`src/hw/rtl/lmfs_pkg.sv`:
```
// Shared types, field widths and defaults for the LED matrix frame scanner.
`default_nettype none

package lmfs_pkg;

  localparam int unsigned PANEL_WIDTH_DEF = 64;
  localparam int unsigned HALF_ROWS_DEF   = 16;

  localparam int unsigned OPCODE_W   = 2;
  localparam int unsigned COORD_W    = 8;
  localparam int unsigned RGB_W      = 3;
  localparam int unsigned ROW_ADDR_W = 4;
  localparam int unsigned COL_IDX_W  = 6;

  typedef enum logic [OPCODE_W-1:0] {
    OP_SET  = 2'd0,
    OP_CLR  = 2'd1,
    OP_SCAN = 2'd2
  } op_e;

  typedef enum logic [1:0] {
    ST_CLEAR,
    ST_IDLE,
    ST_PIX_WR,
    ST_SCAN
  } state_e;

  typedef struct packed {
    logic clr_step;
    logic pix_accept;
    logic pix_wr;
    logic scan_issue;
  } cmd_t;

  typedef struct packed {
    logic clr_last;
    logic col_last;
    logic slot_free;
  } sts_t;

endpackage

`default_nettype wire

```
`src/hw/rtl/lmfs_ctrl.sv`:
```
// Control state machine: clear pass, pixel write sequencing and scan issue.
`default_nettype none

module lmfs_ctrl (
  input  wire logic                                clk_i,
  input  wire logic                                rst_ni,
  input  wire logic                                in_valid_i,
  input  wire logic [lmfs_pkg::OPCODE_W-1:0]       in_opcode_i,
  input  wire lmfs_pkg::sts_t                      sts_i,
  output logic                                     in_ready_o,
  output lmfs_pkg::cmd_t                           cmd_o,
  output lmfs_pkg::state_e                         state_o
);

  lmfs_pkg::state_e state_q, state_d;
  lmfs_pkg::op_e    op;
  logic             accept;

  assign op     = lmfs_pkg::op_e'(in_opcode_i);
  assign accept = in_valid_i && (state_q == lmfs_pkg::ST_IDLE);

  always_comb begin
    state_d = state_q;
    case (state_q)
      lmfs_pkg::ST_CLEAR: begin
        if (sts_i.clr_last) state_d = lmfs_pkg::ST_IDLE;
      end
      lmfs_pkg::ST_IDLE: begin
        if (accept) begin
          case (op)
            lmfs_pkg::OP_SET:  state_d = lmfs_pkg::ST_PIX_WR;
            lmfs_pkg::OP_CLR:  state_d = lmfs_pkg::ST_PIX_WR;
            lmfs_pkg::OP_SCAN: state_d = lmfs_pkg::ST_SCAN;
            default:           state_d = lmfs_pkg::ST_IDLE;
          endcase
        end
      end
      lmfs_pkg::ST_PIX_WR: begin
        state_d = lmfs_pkg::ST_IDLE;
      end
      lmfs_pkg::ST_SCAN: begin
        // leave once the final column read has been issued
        if (sts_i.slot_free && sts_i.col_last) state_d = lmfs_pkg::ST_IDLE;
      end
      default: state_d = lmfs_pkg::ST_CLEAR;
    endcase
  end

  always_comb begin
    in_ready_o        = (state_q == lmfs_pkg::ST_IDLE);
    cmd_o.clr_step    = (state_q == lmfs_pkg::ST_CLEAR);
    cmd_o.pix_accept  = accept && (op == lmfs_pkg::OP_SET || op == lmfs_pkg::OP_CLR);
    cmd_o.pix_wr      = (state_q == lmfs_pkg::ST_PIX_WR);
    cmd_o.scan_issue  = (state_q == lmfs_pkg::ST_SCAN) && sts_i.slot_free;
  end

  always_ff @(posedge clk_i or negedge rst_ni) begin
    if (!rst_ni) begin
      state_q <= lmfs_pkg::ST_CLEAR;
    end else begin
      state_q <= state_d;
    end
  end

  assign state_o = state_q;

endmodule

`default_nettype wire

```
`config.mk`:
```
export PLATFORM = sky130hd
export DESIGN_NAME = lmfs_ctrl
export DESIGN_NICKNAME = d
export VERILOG_FILES = /design/src/hw/rtl/lmfs_pkg.sv /design/src/hw/rtl/lmfs_ctrl.sv
export SDC_FILE = /design/constraint.sdc
export NUM_CORES = 1
export LEC_CHECK = 0
export BUFFER_PORTS_ARGS = -buffer_cell sky130_fd_sc_hd__buf_4
export CAP_MARGIN = 20
export CELL_PAD_IN_SITES_DETAIL_PLACEMENT = 0
export CELL_PAD_IN_SITES_GLOBAL_PLACEMENT = 1
export CORE_AREA = 4 4 41 43
export DETAILED_ROUTE_END_ITERATION = 10
export DIE_AREA = 0 0 45 47
export MAX_ROUTING_LAYER = met4
export PLACE_DENSITY = 0.51
export SYNTH_ARGS = -nofsm -noshare
export SYNTH_HDL_FRONTEND = slang
export SYNTH_SLANG_ARGS = --single-unit
```
`constraint.sdc`:
```
create_clock -name clk_i -period 1 [get_ports clk_i]
set_input_delay 0.05 -clock clk_i [delete_from_list [all_inputs] [get_ports clk_i]]
set_output_delay 0.05 -clock clk_i [all_outputs]
set_load 0.02 [all_outputs]
```
==> metrics <==
WP data arrival 1100 ps; Initial Util 0.105; share of cells above drive strength 1 0.811; Synth-to-Final Area Change 161%; met2 GRT Util 0.0932; Post-Syn Area between 100 and 150 sq um; GRT overflow 0; #FFs+latches synth 2; Max Cap Violations 0; Pre-antenna DRT Iters 2; antenna cells 0; M3 GR Usage 0.0460; Max Freq 873 MHz; post-route clock period utilization 1.15; Setup WS post-layout -145 ps; max_slew headroom 0.904; CTS root buf clkbuf_4; number of clock sinks 2; Die Y 47 um; setup tns final -590 ps; Final Skew approximately 2.1 ps; CTS tree built; Startpoint Class register; GPL Wtd Cong approximately 0.66; xor/xnor share of the synthesized area 0; Avg Inst Size Synth 10.5 sq um; multiplexer share of the synthesized area 0; port bufs 14; Vias between 150 and 200; Worst-path clk slew around 30 ps; CP max FO 5; Max Slew Vio Count 0; failing checks setup timing; Synth Instances 13; main combinational cell family by area after synthesis simple AND/OR/NAND/NOR gates; DIE AREA between 2000 and 2500 sq um; clock buffer depth 2; peak supply drop 0.734 mV; hold slack 115 ps; Seq/Total Area, Yosys 0.367; initial antenna violation count 0; final core occ 0.274; vias in the first global route 232; row count 13; clock period minus worst slack 1150 ps; RSZ-0062 raised after global routing yes; Post-Synth Adder-Cell Area 0; DRT iter0 DRCs 1; width of the die about 45 um; r2r worst-path depth 3; pre-CTS setup slack approximately 10 ps; largest net degree at the start of global routing 7; max reg flops 2; leading cell type in the layout, fill and taps excluded buf_4; Syn Nets 21; nets@finish 47; LEAKAGE 0.000192 uW; busiest grt layer met2; Num CTS Buffers 3; simple-gate share of the synthesized area 0.450; compound-gate portion of the synthesized area 0.183; Critical Path RT roughly 950 ps; Synth warnings 0; hold path depth 3; drc violations 0; Final setup viols 5; Total Routing Usage GR 0.0685; first-pass GRT wire length around 980 um; Fin. Hold Viols 0; worst-margin pin slew approximately 140 ps; HP Class input pin to register; DR WL/cell about 11 um; most frequent cells in the layout buf_4 (16), buf_6 (4), clkbuf_4 (3); Post-Route WL between 500 and 600 um; CP Capture Type primary output; Antenna Nets Post-Route 0; M1 GR Usage 0.0750; later-pin clock latency in the skew report roughly 220 ps; core area about 1300 sq um; Yosys cell types 11; H-tree depth 1; via-per-instance ratio 3.79; # IOs 15; outcome finished with violations; worst setup path class register to primary output; P per Cell Area around 2100 nW/um^2
-- Yosys cell counts --
cell / count / area (sq um)
o21bai_1: 1 / 7.51
and3_2: 1 / 7.51
nand3_1: 1 / 5.00
dfrtp_1: 2 / 50.1
and3b_2: 1 / 10.0
and2b_2: 1 / 8.76
a21boi_0: 1 / 7.51
nor2b_4: 1 / 13.8
o211a_1: 1 / 10.0
and3b_1: 1 / 8.76
nor2_1: 2 / 7.51
-- critical path, stage by stage, from the launching register on --
cell and delay [ps]:
dfrtp_2 420, nor2b_4 130, and3b_2 200, buf_6 130
-- area by class of cell --
cell class                      instances  area, sq um
Multi-Input combinational cell         11         87.6
Tap cell                               15         18.8
Clock buffer                            3         22.5
Timing Repair Buffer                   21          175
Sequential cell                         2         52.6
Fill cell                             139          945
-- worst paths after layout --
kind	slack, ps	from	to
worst max-delay path	-150	state_o[0]	cmd_o[2]
max in group asynchronous	720	rst_ni	state_o[0]
worst min register to register	570	state_o[0]	state_o[1]
worst max register to register	30	state_o[0]	state_o[0]
min in group asynchronous	180	rst_ni	state_o[1]
worst min-delay path	120	sts_i[2]	state_o[0]
-- metrics by stage --
| stage | instance area (sq um) | cells | total power [uW] |
|---|---|---|---|
| 2_1_floorplan | 140 | 13 | 311 |
| 3_3_place_gp | 264 | 42 | 453 |
| 3_5_place_dp | 264 | 42 | 457 |
| 4_1_cts | 349 | 51 | 759 |
| 5_1_grt | 357 | 52 | 810 |
| 6_report | 357 | 52 | 755 |
-- kinds of logic (layout without fill, tap and decap cells) --
family,after synthesis,in the layout
AND/OR/NAND/NOR,8,8
AO/OA/AOI/OAI,3,3
flip-flops,2,2
buffers and inverters,0,24
-- where the power goes --
| part | switching (uW) | leakage [uW] | internal (uW) |
|---|---|---|---|
| registers | 37.1 | 0.0000195 | 108 |
| logic | 176 | 0.000159 | 259 |
| clock network | 42.4 | 0.0000138 | 132 |
-- repair_timing --
item                                    4_1_cts  5_1_grt
buffers inserted                              5        1
pin swaps                                     1        1
hold buffers                                  1        0
hold endpoints to repair                      2        0
endpoints found under the setup margin        5        7
gates resized for setup                       4        0
-- layer usage --
layer  vias to the layer above  share of wire
li1                         97              -
met5                         -              0
met1                        88           0.44
met3                         0           0.11
met4                         0              0
met2                        12           0.45
Note: power is estimated with default switching activity, not from simulation.
